===== config.mk =====
export PLATFORM = sky130hd
export DESIGN_NAME = ladder_button_gesture_detector_flat
export DESIGN_NICKNAME = d
export VERILOG_FILES = /design/src/hdl/lbgd_pkg.sv /design/src/hdl/lbgd_if.sv /design/src/hdl/ladder_button_gesture_detector.sv /design/src/flat_wrapper.sv
export SDC_FILE = /design/constraint.sdc
export NUM_CORES = 2
export LEC_CHECK = 0
export BUFFER_PORTS_ARGS = -buffer_cell sky130_fd_sc_hd__clkbuf_2
export CORE_UTILIZATION = 45
export CTS_CLUSTER_DIAMETER = 200
export CTS_CLUSTER_SIZE = 40
export DETAILED_ROUTE_END_ITERATION = 10
export PLACE_DENSITY_LB_ADDON = 0.15
export SYNTH_ARGS = -nofsm -noshare
export SYNTH_HDL_FRONTEND = slang
export SYNTH_SLANG_ARGS = --single-unit

===== constraint.sdc =====
create_clock -name clk -period 21.4 [get_ports clk]
set_input_delay 4.28 -clock clk [delete_from_list [all_inputs] [get_ports clk]]
set_output_delay 4.28 -clock clk [all_outputs]
set_load 0.01 [all_outputs]

===== src/hdl/lbgd_pkg.sv =====
// shared types, constants and register codes of the ladder button gesture detector
package lbgd_pkg;

  localparam int unsigned NUM_LADDERS     = 2;
  localparam int unsigned BTNS_PER_LADDER = 3;
  localparam int unsigned BTN_COUNT       = NUM_LADDERS * BTNS_PER_LADDER;

  localparam int unsigned SAMPLE_W = 12;
  localparam int unsigned TIME_W   = 32;
  localparam int unsigned MS_W     = 16;
  localparam int unsigned EVENT_W  = 3;
  localparam int unsigned BTN_W    = 2;
  localparam int unsigned CFG_IDX_W  = 3;
  localparam int unsigned CFG_DATA_W = 16;

  // debounce time for ladder decisions and for a valid click, in ms
  localparam logic [TIME_W-1:0] DEBOUNCE_MS    = 32'd50;
  // period of repeated hold events after the long press, in ms
  localparam logic [MS_W-1:0]   HOLD_REPEAT_MS = 16'd200;

  // ladder decisions: no button, or one of the three ladder buttons
  localparam logic [BTN_W-1:0] BTN_NONE   = 2'd0;
  localparam logic [BTN_W-1:0] BTN_FIRST  = 2'd1;
  localparam logic [BTN_W-1:0] BTN_SECOND = 2'd2;
  localparam logic [BTN_W-1:0] BTN_THIRD  = 2'd3;

  typedef enum logic [EVENT_W-1:0] {
    EV_NONE   = 3'd0,
    EV_SHORT  = 3'd1,
    EV_DOUBLE = 3'd2,
    EV_LONG   = 3'd3,
    EV_HOLD   = 3'd4
  } event_t;

  typedef enum logic [CFG_IDX_W-1:0] {
    CFG_RELEASED_MIN    = 3'd0,
    CFG_FIRST_MAX       = 3'd1,
    CFG_SECOND_MIN      = 3'd2,
    CFG_SECOND_MAX      = 3'd3,
    CFG_THIRD_MIN       = 3'd4,
    CFG_THIRD_MAX       = 3'd5,
    CFG_LONG_PRESS_MS   = 3'd6,
    CFG_DOUBLE_CLICK_MS = 3'd7
  } cfg_idx_t;

  localparam logic [SAMPLE_W-1:0] RST_RELEASED_MIN    = 12'd3800;
  localparam logic [SAMPLE_W-1:0] RST_FIRST_MAX       = 12'd400;
  localparam logic [SAMPLE_W-1:0] RST_SECOND_MIN      = 12'd1000;
  localparam logic [SAMPLE_W-1:0] RST_SECOND_MAX      = 12'd1800;
  localparam logic [SAMPLE_W-1:0] RST_THIRD_MIN       = 12'd2200;
  localparam logic [SAMPLE_W-1:0] RST_THIRD_MAX       = 12'd3000;
  localparam logic [MS_W-1:0]     RST_LONG_PRESS_MS   = 16'd1000;
  localparam logic [MS_W-1:0]     RST_DOUBLE_CLICK_MS = 16'd300;

endpackage


===== src/hdl/lbgd_if.sv =====
// channel interfaces: sample input, gesture result and register write
interface lbgd_in_if;
  import lbgd_pkg::*;
  logic                valid;
  logic                ready;
  logic [SAMPLE_W-1:0] ladder_a_sample;
  logic [SAMPLE_W-1:0] ladder_b_sample;
  logic [TIME_W-1:0]   now_ms;
  logic [BTN_COUNT-1:0] ack_mask;

  modport source (output valid, ladder_a_sample, ladder_b_sample, now_ms, ack_mask,
                  input ready);
  modport sink   (input valid, ladder_a_sample, ladder_b_sample, now_ms, ack_mask,
                  output ready);
endinterface

interface lbgd_out_if;
  import lbgd_pkg::*;
  logic               valid;
  logic               ready;
  logic [EVENT_W-1:0] event_b1;
  logic [EVENT_W-1:0] event_b2;
  logic [EVENT_W-1:0] event_b3;
  logic [EVENT_W-1:0] event_b4;
  logic [EVENT_W-1:0] event_b5;
  logic [EVENT_W-1:0] event_b6;
  logic [BTN_COUNT-1:0] pressed_mask;
  logic [BTN_W-1:0]   ladder_a_button;
  logic [BTN_W-1:0]   ladder_b_button;

  modport source (output valid, event_b1, event_b2, event_b3, event_b4, event_b5, event_b6,
                  pressed_mask, ladder_a_button, ladder_b_button, input ready);
  modport sink   (input valid, event_b1, event_b2, event_b3, event_b4, event_b5, event_b6,
                  pressed_mask, ladder_a_button, ladder_b_button, output ready);
endinterface

interface lbgd_cfg_if;
  import lbgd_pkg::*;
  logic                  valid;
  logic                  ready;
  logic [CFG_IDX_W-1:0]  addr;
  logic [CFG_DATA_W-1:0] data;

  modport source (output valid, addr, data, input ready);
  modport sink   (input valid, addr, data, output ready);
endinterface


===== src/hdl/ladder_button_gesture_detector.sv =====
// top level: two resistor-ladder ADC classifiers with debounce and six button gesture machines
//
// Each accepted sample item carries one 12-bit sample per ladder, a millisecond timestamp and an
// acknowledge mask, and produces exactly one result transfer: the pending event of each of the six
// buttons (0 none, 1 short, 2 double, 3 long, 4 hold), the pressed mask and the two debounced
// ladder decisions. Ladder A feeds buttons 1 to 3, ladder B buttons 4 to 6. Events of buttons whose
// ack bit is set are cleared right after they are reported in that result. The block takes one
// item per clock cycle: an item is captured in an input register, and a single update pass over
// the ladder and button state then writes the result register. The result register decouples
// the two sides, so one more item is taken into the input register while a finished result still
// waits for its transfer; throughput drops only while the result side stalls. The register port
// is always ready; registers should be written only while no item is in flight. All time
// differences wrap modulo 2^32.
module ladder_button_gesture_detector (
  input  logic              clk,
  input  logic              rst_n,
  lbgd_in_if.sink           in_ch,
  lbgd_out_if.source        out_ch,
  lbgd_cfg_if.sink          cfg_ch
);
  import lbgd_pkg::*;

  // threshold and timing registers
  logic [SAMPLE_W-1:0] released_min_r, first_max_r, second_min_r, second_max_r;
  logic [SAMPLE_W-1:0] third_min_r, third_max_r;
  logic [MS_W-1:0]     long_press_ms_r, double_click_ms_r;

  // input register
  logic                   in_vld_r;
  logic [SAMPLE_W-1:0]    in_a_r, in_b_r;
  logic [TIME_W-1:0]      in_now_r;
  logic [BTN_COUNT-1:0]   in_ack_r;

  // ladder state
  logic [BTN_W-1:0]  cand_r [NUM_LADDERS];
  logic [BTN_W-1:0]  dec_r  [NUM_LADDERS];
  logic [TIME_W-1:0] ct_r   [NUM_LADDERS];
  logic [BTN_W-1:0]  cand_nxt [NUM_LADDERS];
  logic [BTN_W-1:0]  dec_nxt  [NUM_LADDERS];
  logic [TIME_W-1:0] ct_nxt   [NUM_LADDERS];

  // button state
  logic [BTN_COUNT-1:0]   bd_r, ld_r, cp_r;
  logic [BTN_COUNT-1:0]   bd_nxt, ld_nxt, cp_nxt;
  logic [TIME_W-1:0]      ps_r [BTN_COUNT];
  logic [TIME_W-1:0]      rs_r [BTN_COUNT];
  logic [TIME_W-1:0]      ps_nxt [BTN_COUNT];
  logic [TIME_W-1:0]      rs_nxt [BTN_COUNT];
  event_t                 ev_r [BTN_COUNT];
  event_t                 ev_nxt [BTN_COUNT];
  event_t                 ev_work [BTN_COUNT];  // event as reported, before ack clearing

  // result register
  logic                   out_vld_r;
  event_t                 out_ev_r [BTN_COUNT];
  logic [BTN_COUNT-1:0]   out_pressed_r;
  logic [BTN_W-1:0]       out_a_r, out_b_r;

  logic in_xfer;
  logic adv;  // held item moves through the update pass into the result register

  // sort one sample into no button, ladder button 1..3, or keep the previous decision
  function automatic logic [BTN_W-1:0] classify(
    input logic [SAMPLE_W-1:0] s,
    input logic [BTN_W-1:0]    prev,
    input logic [SAMPLE_W-1:0] rel_min,
    input logic [SAMPLE_W-1:0] b1_max,
    input logic [SAMPLE_W-1:0] b2_min,
    input logic [SAMPLE_W-1:0] b2_max,
    input logic [SAMPLE_W-1:0] b3_min,
    input logic [SAMPLE_W-1:0] b3_max
  );
    logic [BTN_W-1:0] c;
    if (s >= rel_min) c = BTN_NONE;
    else if (s <= b1_max) c = BTN_FIRST;
    else if (s >= b2_min && s <= b2_max) c = BTN_SECOND;
    else if (s >= b3_min && s <= b3_max) c = BTN_THIRD;
    else c = prev;
    return c;
  endfunction

  // pressed mask implied by the two ladder decisions
  function automatic logic [BTN_COUNT-1:0] dec_mask(
    input logic [BTN_W-1:0] da,
    input logic [BTN_W-1:0] db
  );
    logic [BTN_COUNT-1:0] m;
    for (int j = 0; j < BTNS_PER_LADDER; j++) begin
      m[j]                   = (da == BTN_W'(j + 1));
      m[j + BTNS_PER_LADDER] = (db == BTN_W'(j + 1));
    end
    return m;
  endfunction

  // handshake: the input register refills whenever its item moves on
  assign adv          = in_vld_r && (!out_vld_r || out_ch.ready);
  assign in_ch.ready  = !in_vld_r || adv;
  assign in_xfer      = in_ch.valid && in_ch.ready;
  assign cfg_ch.ready = 1'b1;

  // single update pass over ladder and button state
  always_comb begin
    logic [BTN_W-1:0]  cls;
    logic [SAMPLE_W-1:0] smp;
    logic              pressed;
    logic [TIME_W-1:0] el;
    logic [TIME_W-1:0] dr;
    logic [MS_W:0]     hold_th;
    int                idx;

    hold_th = {1'b0, long_press_ms_r} + {1'b0, HOLD_REPEAT_MS};

    for (int k = 0; k < NUM_LADDERS; k++) begin
      cand_nxt[k] = cand_r[k];
      dec_nxt[k]  = dec_r[k];
      ct_nxt[k]   = ct_r[k];
    end
    bd_nxt = bd_r;
    ld_nxt = ld_r;
    cp_nxt = cp_r;
    for (int i = 0; i < BTN_COUNT; i++) begin
      ps_nxt[i]  = ps_r[i];
      rs_nxt[i]  = rs_r[i];
      ev_work[i] = ev_r[i];
    end

    // ladder classification and debounce
    for (int k = 0; k < NUM_LADDERS; k++) begin
      smp = (k == 0) ? in_a_r : in_b_r;
      cls = classify(smp, dec_r[k], released_min_r, first_max_r, second_min_r,
                     second_max_r, third_min_r, third_max_r);
      if (cls != cand_r[k]) begin
        cand_nxt[k] = cls;
        ct_nxt[k]   = in_now_r;
      end
      if (cls != dec_r[k] && (in_now_r - ct_nxt[k]) >= DEBOUNCE_MS) begin
        dec_nxt[k] = cls;
      end
    end

    // gesture machine per button
    for (int k = 0; k < NUM_LADDERS; k++) begin
      for (int j = 0; j < BTNS_PER_LADDER; j++) begin
        idx     = k * BTNS_PER_LADDER + j;
        pressed = (dec_nxt[k] == BTN_W'(j + 1));

        // press edge
        if (pressed && !bd_nxt[idx]) begin
          bd_nxt[idx] = 1'b1;
          ps_nxt[idx] = in_now_r;
          ld_nxt[idx] = 1'b0;
        end

        // long press, then periodic hold
        el = in_now_r - ps_nxt[idx];
        if (bd_nxt[idx]) begin
          if (!ld_nxt[idx]) begin
            if (el >= {16'b0, long_press_ms_r}) begin
              ev_work[idx] = EV_LONG;
              ld_nxt[idx]  = 1'b1;
            end
          end else begin
            if (el >= {15'b0, hold_th}) begin
              ev_work[idx] = EV_HOLD;
              ps_nxt[idx]  = in_now_r - {16'b0, long_press_ms_r};
            end
          end
        end

        // release edge: click bookkeeping (press stamp unchanged when no long press)
        if (!pressed && bd_nxt[idx]) begin
          bd_nxt[idx] = 1'b0;
          if (!ld_nxt[idx] && el >= DEBOUNCE_MS) begin
            if (!cp_nxt[idx]) begin
              cp_nxt[idx] = 1'b1;
              rs_nxt[idx] = in_now_r;
            end else if ((in_now_r - rs_r[idx]) <= {16'b0, double_click_ms_r}) begin
              cp_nxt[idx]  = 1'b0;
              ev_work[idx] = EV_DOUBLE;
            end else begin
              cp_nxt[idx] = 1'b1;
              rs_nxt[idx] = in_now_r;
            end
          end
        end

        // double click window ran out: single short press
        dr = in_now_r - rs_nxt[idx];
        if (!bd_nxt[idx] && cp_nxt[idx] && dr > {16'b0, double_click_ms_r}) begin
          cp_nxt[idx] = 1'b0;
          if (ev_work[idx] == EV_NONE) ev_work[idx] = EV_SHORT;
        end
      end
    end

    // acknowledged events clear after the report
    for (int i = 0; i < BTN_COUNT; i++) begin
      ev_nxt[i] = in_ack_r[i] ? EV_NONE : ev_work[i];
    end
  end

  // control, state and configuration registers
  always_ff @(posedge clk) begin
    if (!rst_n) begin
      in_vld_r          <= 1'b0;
      out_vld_r         <= 1'b0;
      released_min_r    <= RST_RELEASED_MIN;
      first_max_r       <= RST_FIRST_MAX;
      second_min_r      <= RST_SECOND_MIN;
      second_max_r      <= RST_SECOND_MAX;
      third_min_r       <= RST_THIRD_MIN;
      third_max_r       <= RST_THIRD_MAX;
      long_press_ms_r   <= RST_LONG_PRESS_MS;
      double_click_ms_r <= RST_DOUBLE_CLICK_MS;
      for (int k = 0; k < NUM_LADDERS; k++) begin
        cand_r[k] <= BTN_NONE;
        dec_r[k]  <= BTN_NONE;
        ct_r[k]   <= '0;
      end
      bd_r <= '0;
      ld_r <= '0;
      cp_r <= '0;
      for (int i = 0; i < BTN_COUNT; i++) begin
        ps_r[i] <= '0;
        rs_r[i] <= '0;
        ev_r[i] <= EV_NONE;
      end
    end else begin
      // input register valid
      if (in_xfer) in_vld_r <= 1'b1;
      else if (adv) in_vld_r <= 1'b0;

      // result register valid
      if (adv) out_vld_r <= 1'b1;
      else if (out_ch.ready) out_vld_r <= 1'b0;

      // state commits once per item
      if (adv) begin
        for (int k = 0; k < NUM_LADDERS; k++) begin
          cand_r[k] <= cand_nxt[k];
          dec_r[k]  <= dec_nxt[k];
          ct_r[k]   <= ct_nxt[k];
        end
        bd_r <= bd_nxt;
        ld_r <= ld_nxt;
        cp_r <= cp_nxt;
        for (int i = 0; i < BTN_COUNT; i++) begin
          ps_r[i] <= ps_nxt[i];
          rs_r[i] <= rs_nxt[i];
          ev_r[i] <= ev_nxt[i];
        end
      end

      // register writes; unknown indexes cannot occur with a 3-bit index
      if (cfg_ch.valid) begin
        case (cfg_idx_t'(cfg_ch.addr))
          CFG_RELEASED_MIN:    released_min_r    <= cfg_ch.data[SAMPLE_W-1:0];
          CFG_FIRST_MAX:       first_max_r       <= cfg_ch.data[SAMPLE_W-1:0];
          CFG_SECOND_MIN:      second_min_r      <= cfg_ch.data[SAMPLE_W-1:0];
          CFG_SECOND_MAX:      second_max_r      <= cfg_ch.data[SAMPLE_W-1:0];
          CFG_THIRD_MIN:       third_min_r       <= cfg_ch.data[SAMPLE_W-1:0];
          CFG_THIRD_MAX:       third_max_r       <= cfg_ch.data[SAMPLE_W-1:0];
          CFG_LONG_PRESS_MS:   long_press_ms_r   <= cfg_ch.data;
          CFG_DOUBLE_CLICK_MS: double_click_ms_r <= cfg_ch.data;
          default: ;
        endcase
      end
    end
  end

  // payload registers
  always_ff @(posedge clk) begin
    if (in_xfer) begin
      in_a_r   <= in_ch.ladder_a_sample;
      in_b_r   <= in_ch.ladder_b_sample;
      in_now_r <= in_ch.now_ms;
      in_ack_r <= in_ch.ack_mask;
    end
    if (adv) begin
      for (int i = 0; i < BTN_COUNT; i++) begin
        out_ev_r[i] <= ev_work[i];
      end
      out_pressed_r <= bd_nxt;
      out_a_r       <= dec_nxt[0];
      out_b_r       <= dec_nxt[1];
    end
  end

  assign out_ch.valid           = out_vld_r;
  assign out_ch.event_b1        = out_ev_r[0];
  assign out_ch.event_b2        = out_ev_r[1];
  assign out_ch.event_b3        = out_ev_r[2];
  assign out_ch.event_b4        = out_ev_r[3];
  assign out_ch.event_b5        = out_ev_r[4];
  assign out_ch.event_b6        = out_ev_r[5];
  assign out_ch.pressed_mask    = out_pressed_r;
  assign out_ch.ladder_a_button = out_a_r;
  assign out_ch.ladder_b_button = out_b_r;

`ifndef SYNTHESIS
  // an empty result register never blocks the input side
  a_ready_when_empty: assert property (@(posedge clk) disable iff (!rst_n)
    !out_vld_r |-> in_ch.ready)
    else $error("input stalled with empty result register");

  // every item that leaves the input register lands in the result register
  a_adv_fills_result: assert property (@(posedge clk) disable iff (!rst_n)
    adv |=> out_vld_r)
    else $error("result register not loaded after update pass");

  // a button counts as pressed exactly when its ladder decision selects it
  a_pressed_matches_decision: assert property (@(posedge clk) disable iff (!rst_n)
    out_vld_r |-> (out_pressed_r == dec_mask(out_a_r, out_b_r)))
    else $error("pressed mask disagrees with ladder decisions");

  // a stalled result keeps the button state frozen
  a_state_frozen_on_stall: assert property (@(posedge clk) disable iff (!rst_n)
    (out_vld_r && !out_ch.ready) |=> ($stable(bd_r) && $stable(ld_r) && $stable(cp_r)))
    else $error("button state changed while result stalled");
`endif

endmodule

===== src/flat_wrapper.sv =====
// flat-port wrapper written by rule: the top's interface ports become plain ports
module ladder_button_gesture_detector_flat import lbgd_pkg::*;
  (clk, rst_n, in_ch_valid, in_ch_ladder_a_sample, in_ch_ladder_b_sample, in_ch_now_ms, in_ch_ack_mask, in_ch_ready, out_ch_valid, out_ch_event_b1, out_ch_event_b2, out_ch_event_b3, out_ch_event_b4, out_ch_event_b5, out_ch_event_b6, out_ch_pressed_mask, out_ch_ladder_a_button, out_ch_ladder_b_button, out_ch_ready, cfg_ch_valid, cfg_ch_addr, cfg_ch_data, cfg_ch_ready);
  lbgd_in_if in_ch_i ();
  lbgd_out_if out_ch_i ();
  lbgd_cfg_if cfg_ch_i ();
  input  logic clk;
  input  logic rst_n;
  input wire logic [$bits(in_ch_i.valid)-1:0] in_ch_valid;
  input wire logic [$bits(in_ch_i.ladder_a_sample)-1:0] in_ch_ladder_a_sample;
  input wire logic [$bits(in_ch_i.ladder_b_sample)-1:0] in_ch_ladder_b_sample;
  input wire logic [$bits(in_ch_i.now_ms)-1:0] in_ch_now_ms;
  input wire logic [$bits(in_ch_i.ack_mask)-1:0] in_ch_ack_mask;
  output wire logic [$bits(in_ch_i.ready)-1:0] in_ch_ready;
  output wire logic [$bits(out_ch_i.valid)-1:0] out_ch_valid;
  output wire logic [$bits(out_ch_i.event_b1)-1:0] out_ch_event_b1;
  output wire logic [$bits(out_ch_i.event_b2)-1:0] out_ch_event_b2;
  output wire logic [$bits(out_ch_i.event_b3)-1:0] out_ch_event_b3;
  output wire logic [$bits(out_ch_i.event_b4)-1:0] out_ch_event_b4;
  output wire logic [$bits(out_ch_i.event_b5)-1:0] out_ch_event_b5;
  output wire logic [$bits(out_ch_i.event_b6)-1:0] out_ch_event_b6;
  output wire logic [$bits(out_ch_i.pressed_mask)-1:0] out_ch_pressed_mask;
  output wire logic [$bits(out_ch_i.ladder_a_button)-1:0] out_ch_ladder_a_button;
  output wire logic [$bits(out_ch_i.ladder_b_button)-1:0] out_ch_ladder_b_button;
  input wire logic [$bits(out_ch_i.ready)-1:0] out_ch_ready;
  input wire logic [$bits(cfg_ch_i.valid)-1:0] cfg_ch_valid;
  input wire logic [$bits(cfg_ch_i.addr)-1:0] cfg_ch_addr;
  input wire logic [$bits(cfg_ch_i.data)-1:0] cfg_ch_data;
  output wire logic [$bits(cfg_ch_i.ready)-1:0] cfg_ch_ready;
  assign in_ch_i.valid = in_ch_valid;
  assign in_ch_i.ladder_a_sample = in_ch_ladder_a_sample;
  assign in_ch_i.ladder_b_sample = in_ch_ladder_b_sample;
  assign in_ch_i.now_ms = in_ch_now_ms;
  assign in_ch_i.ack_mask = in_ch_ack_mask;
  assign in_ch_ready = in_ch_i.ready;
  assign out_ch_valid = out_ch_i.valid;
  assign out_ch_event_b1 = out_ch_i.event_b1;
  assign out_ch_event_b2 = out_ch_i.event_b2;
  assign out_ch_event_b3 = out_ch_i.event_b3;
  assign out_ch_event_b4 = out_ch_i.event_b4;
  assign out_ch_event_b5 = out_ch_i.event_b5;
  assign out_ch_event_b6 = out_ch_i.event_b6;
  assign out_ch_pressed_mask = out_ch_i.pressed_mask;
  assign out_ch_ladder_a_button = out_ch_i.ladder_a_button;
  assign out_ch_ladder_b_button = out_ch_i.ladder_b_button;
  assign out_ch_i.ready = out_ch_ready;
  assign cfg_ch_i.valid = cfg_ch_valid;
  assign cfg_ch_i.addr = cfg_ch_addr;
  assign cfg_ch_i.data = cfg_ch_data;
  assign cfg_ch_ready = cfg_ch_i.ready;
  ladder_button_gesture_detector u_core (.clk(clk), .rst_n(rst_n), .in_ch(in_ch_i), .out_ch(out_ch_i), .cfg_ch(cfg_ch_i));
endmodule

==> impl_summary.log <==
INFO  metric clkSinkCount = 688
INFO  metric drive_gt1_share = 5.90%
INFO  metric timing_hold_violations_final = 0
INFO  metric total_congestion_overflow = 0
INFO  metric holdBufCountCts = 0
INFO  metric area_growth_syn_to_layout = 5.65%
INFO  metric cell_at_the_root_of_the_clock_tree = clkbuf_16
INFO  metric synthCells = 9917
INFO  metric place.gp.congestion = 0.972
INFO  metric synth.avg_cell_area = 8.22 µm²
INFO  metric ios = 117
INFO  metric worstPathRequired = 21.86 ns
INFO  metric drt_first_pass_iters = 6
INFO  metric layout.cells.most_common = ha_1
INFO  metric die_h = 428 µm
INFO  metric post-route-drc-count = 0
INFO  metric finalMaxSlewViolations = 0
INFO  metric layout.area.seq = 0.0194 mm²
INFO  metric worst_ir_drop_vdd = 0.0735 mV
INFO  metric powerDensity = 62.5 mW/mm²
INFO  metric detail_route.wl_per_cell = 25.5 µm
INFO  metric first_global_vias = 72500
INFO  metric slew_headroom = 15.2%
INFO  metric worst_hold_path_type = reg2reg
INFO  metric vias = 77300
INFO  metric fmaxAchievable = 49.4 MHz
INFO  metric nets = 11100
INFO  metric final_design_utilization = 48.1%
INFO  metric initial_utilization = 45.5%
INFO  metric port-buffer-count = 115
INFO  metric layout.cells.most_common_list = ha_1 (1139), nor2_1 (1066), a21oi_1 (876), nand2_1 (746), edfxtp_1 (564)
INFO  metric die_x = 428 µm
INFO  metric outcome = complete, no violations
INFO  metric synthesis.area = 0.0815 mm²
INFO  metric layout_min_cycle_time = 20.26 ns
INFO  metric worst-path-buf-inv = 5
INFO  metric clk_pin_slew = 0.18 ns
INFO  metric synth_edf_count = 564
INFO  metric cts_buffer_depth = 3
INFO  metric detail_route.iter0.violations = 7513
INFO  metric grt_first_pass_wirelength = 460000 µm
INFO  metric cap_violations = 0
INFO  metric layout_worst_path_cycle_share = 94.7%
INFO  metric grt_max_degree = 187
INFO  metric postSynthRegisterBits = 688
INFO  metric fp-row-count = 155
INFO  metric ys_warn_count = 0
INFO  metric fp.dieArea = 0.183 mm²
INFO  metric yosysUniqueCellTypes = 113
INFO  metric path_common_cell = o21ai_0
INFO  metric synth-main-ff-cell = edfxtp_1
INFO  metric fraction_of_registers_with_async_set_or_reset_after_synthesis = 0%
INFO  metric setup_viol_count_final = 0
INFO  metric rsz0062_at_grt = false
INFO  metric core_area = 0.179 mm²
INFO  metric multiInputGateArea = 0.0589 mm²
INFO  metric cpMaxStageDelayCell = or4_1
INFO  metric clock_tree.htree_level_count = 1
INFO  metric finalPower = 5380 µW
INFO  metric worstMarginPinSlew = 1.27 ns
INFO  metric p_leak = 0.0361 µW
INFO  metric number_of_antenna_violations_at_the_first_check_in_global_routing = 11
INFO  metric global_route.usage.total = 33.0%
INFO  metric end_kind = flop
INFO  metric drt-vias-per-instance = 6.31
INFO  metric seq_area_frac_synth = 23.8%
INFO  metric clock_latency = 0.73 ns
INFO  metric place.detailed.hpwl = 233000 µm
INFO  metric fin_skew = 0.0384 ns
INFO  metric critical_path.startpoint_type = flop
INFO  metric cp_data_arrival_time = 20.71 ns
INFO  metric crit_type = reg2reg
INFO  metric finalSetupTns = 0 ns
INFO  metric cts_made_buffers = 21
INFO  metric tritoncts_clock_tree = built
INFO  metric drt_wl_total = 312000 µm
INFO  metric fillerInstances = 17600
INFO  metric critical_path.top_delay_family = compound AO/OA/AOI/OAI gates
INFO  metric mappedNetlistNets = 11200
INFO  metric drtAntennaViolNets = 0
INFO  metric timing.critical_path.slowest_cell_delay = 0.74 ns
INFO  metric worst-path-max-fanout = 23
## cell families (layout without fill, tap and decap cells)
kind of cell	after synthesis	in the layout	share of synthesized area, %
compound gates	3066	3066	24.8
buf+inv	929	898	4.34
xor+xnor	424	424	4.56
simple gates	3220	3220	19.1
mux	402	402	5.04
other cells	1	2	0.00460
flops	688	688	23.8
fa+ha+maj	1187	1187	18.3
## worst register-to-register path, delay by kind of cell, from the launching register on
family / cells / cell delay, ns
compound gates: 39 / 9.01
xor+xnor: 2 / 0.43
fa+ha+maj: 8 / 2.38
buf+inv: 5 / 1.01
flops: 1 / 0.60
mux: 2 / 0.77
simple gates: 24 / 5.79
## cells in the mapped netlist, types with 18 or more instances
cell       count  area (µm²)
o41ai_1       20         175
or2_2         43         269
ha_1        1139       14300
a311oi_1      19         166
mux2_2        60         676
o21bai_1      80         601
a211o_1       34         298
fa_1          21         420
o22ai_1       22         138
and3_1        83         519
inv_1        525        1970
o2111ai_1     46         403
nor3_1       159         796
o31ai_1       45         338
dfxtp_1      124        2480
nand4_1      141         882
o21a_1       131         983
nor2_1      1072        4020
o221ai_1      23         201
nor2b_1      233        1460
and2_1        71         444
nor3b_1       51         383
mux2i_1      340        3400
a2111oi_0     27         236
nand2_1      750        2820
xnor2_1      255        2230
a21boi_0      95         713
o31a_1        18         158
o21ai_0      482        2410
nand2b_1     168        1050
buf_1         31         116
o211ai_1     120         901
maj3_1        27         270
or3_1         53         332
edfxtp_1     564       16900
clkbuf_1     346        1300
a21oi_1      883        4420
nor4_1        74         463
xor2_1       169        1480
or4_1         39         293
nand3b_1      29         218
nand3_1      170         851
a21o_1       504        3780
a211oi_1     222        1670
a31oi_1       63         394
## routing by layer
metal / part of all wire, % / vias to the layer above / global-route usage [%]
li1: - / 36600 / -
met1: 45 / 37300 / 46.0
met2: 44 / 2899 / 52.2
met3: 7.5 / 445 / 3.61
met4: 4.3 / 6 / 12.6
met5: 0.012 / - / 0
## report_power, final
part,switching (µW),internal (µW)
logic,1900,1210
registers,50.1,1540
clock network,488,196
total,2440,2940
## per-stage QoR
step / cells / hold slack [ns] / area [µm²] / worst slack, ns
floorplan: 9917 / 0.443 / 81500 / 2.29
global placement: 12200 / 0.454 / 85400 / 1.15
detailed placement: 12200 / 0.461 / 85400 / 0.882
CTS: 12200 / 0.481 / 86100 / 0.815
global route: 12200 / 0.498 / 86100 / 0.0189
finish: 12200 / 0.477 / 86100 / 1.14
## cell type report
cell class	count	area share, %
Clock buffer	34	0.678
Multi-Input combinational cell	8300	68.4
Timing Repair Buffer	329	2.62
Tap cell	2355	3.42
Antenna cell	1	0.00291
Clock inverter	4	0.0494
Sequential cell	688	22.5
Inverter	531	2.31
## sequential cells by signal (all words and copies together) (netlist names), 4 cells and up
register and count:
u_core.second_min_r 12, u_core.in_b_r 12, u_core.ld_r 6, u_core.ps_r 192
u_core.third_min_r 12, u_core.released_min_r 12, u_core.in_a_r 12, u_core.cp_r 6
u_core.rs_r 192, u_core.first_max_r 12, u_core.ct_r 64, u_core.in_now_r 32
u_core.out_ev_r 18, u_core.dec_r 4, u_core.double_click_ms_r 16, u_core.in_ack_r 6
u_core.bd_r 6, u_core.ev_r 18, u_core.long_press_ms_r 16, u_core.third_max_r 12
u_core.second_max_r 12, u_core.cand_r 4, u_core.out_ch.pressed_mask 6
## repair_timing
| item | in CTS | in global routing |
|---|---|---|
| endpoints found under the setup margin | 0 | 12 |
| buffers inserted | 0 | 3 |
| endpoints found under the hold margin | 0 | 0 |
| gates resized for setup | 0 | 12 |
## path summary, 6_finish.rpt
path / depth (start not counted) / slack (ns) / endpoint / start
setup / recovery: 80 / 1.14 / u_core.ev_r[0][0] / u_core.in_a_r[2]
hold / removal: 2 / 0.48 / u_core.long_press_ms_r[2] / u_core.long_press_ms_r[2]
setup reg to reg: 80 / 1.14 / u_core.ev_r[0][0] / u_core.in_a_r[2]
hold reg to reg: 2 / 0.48 / u_core.long_press_ms_r[2] / u_core.long_press_ms_r[2]
(Power assumes the default switching activity.)
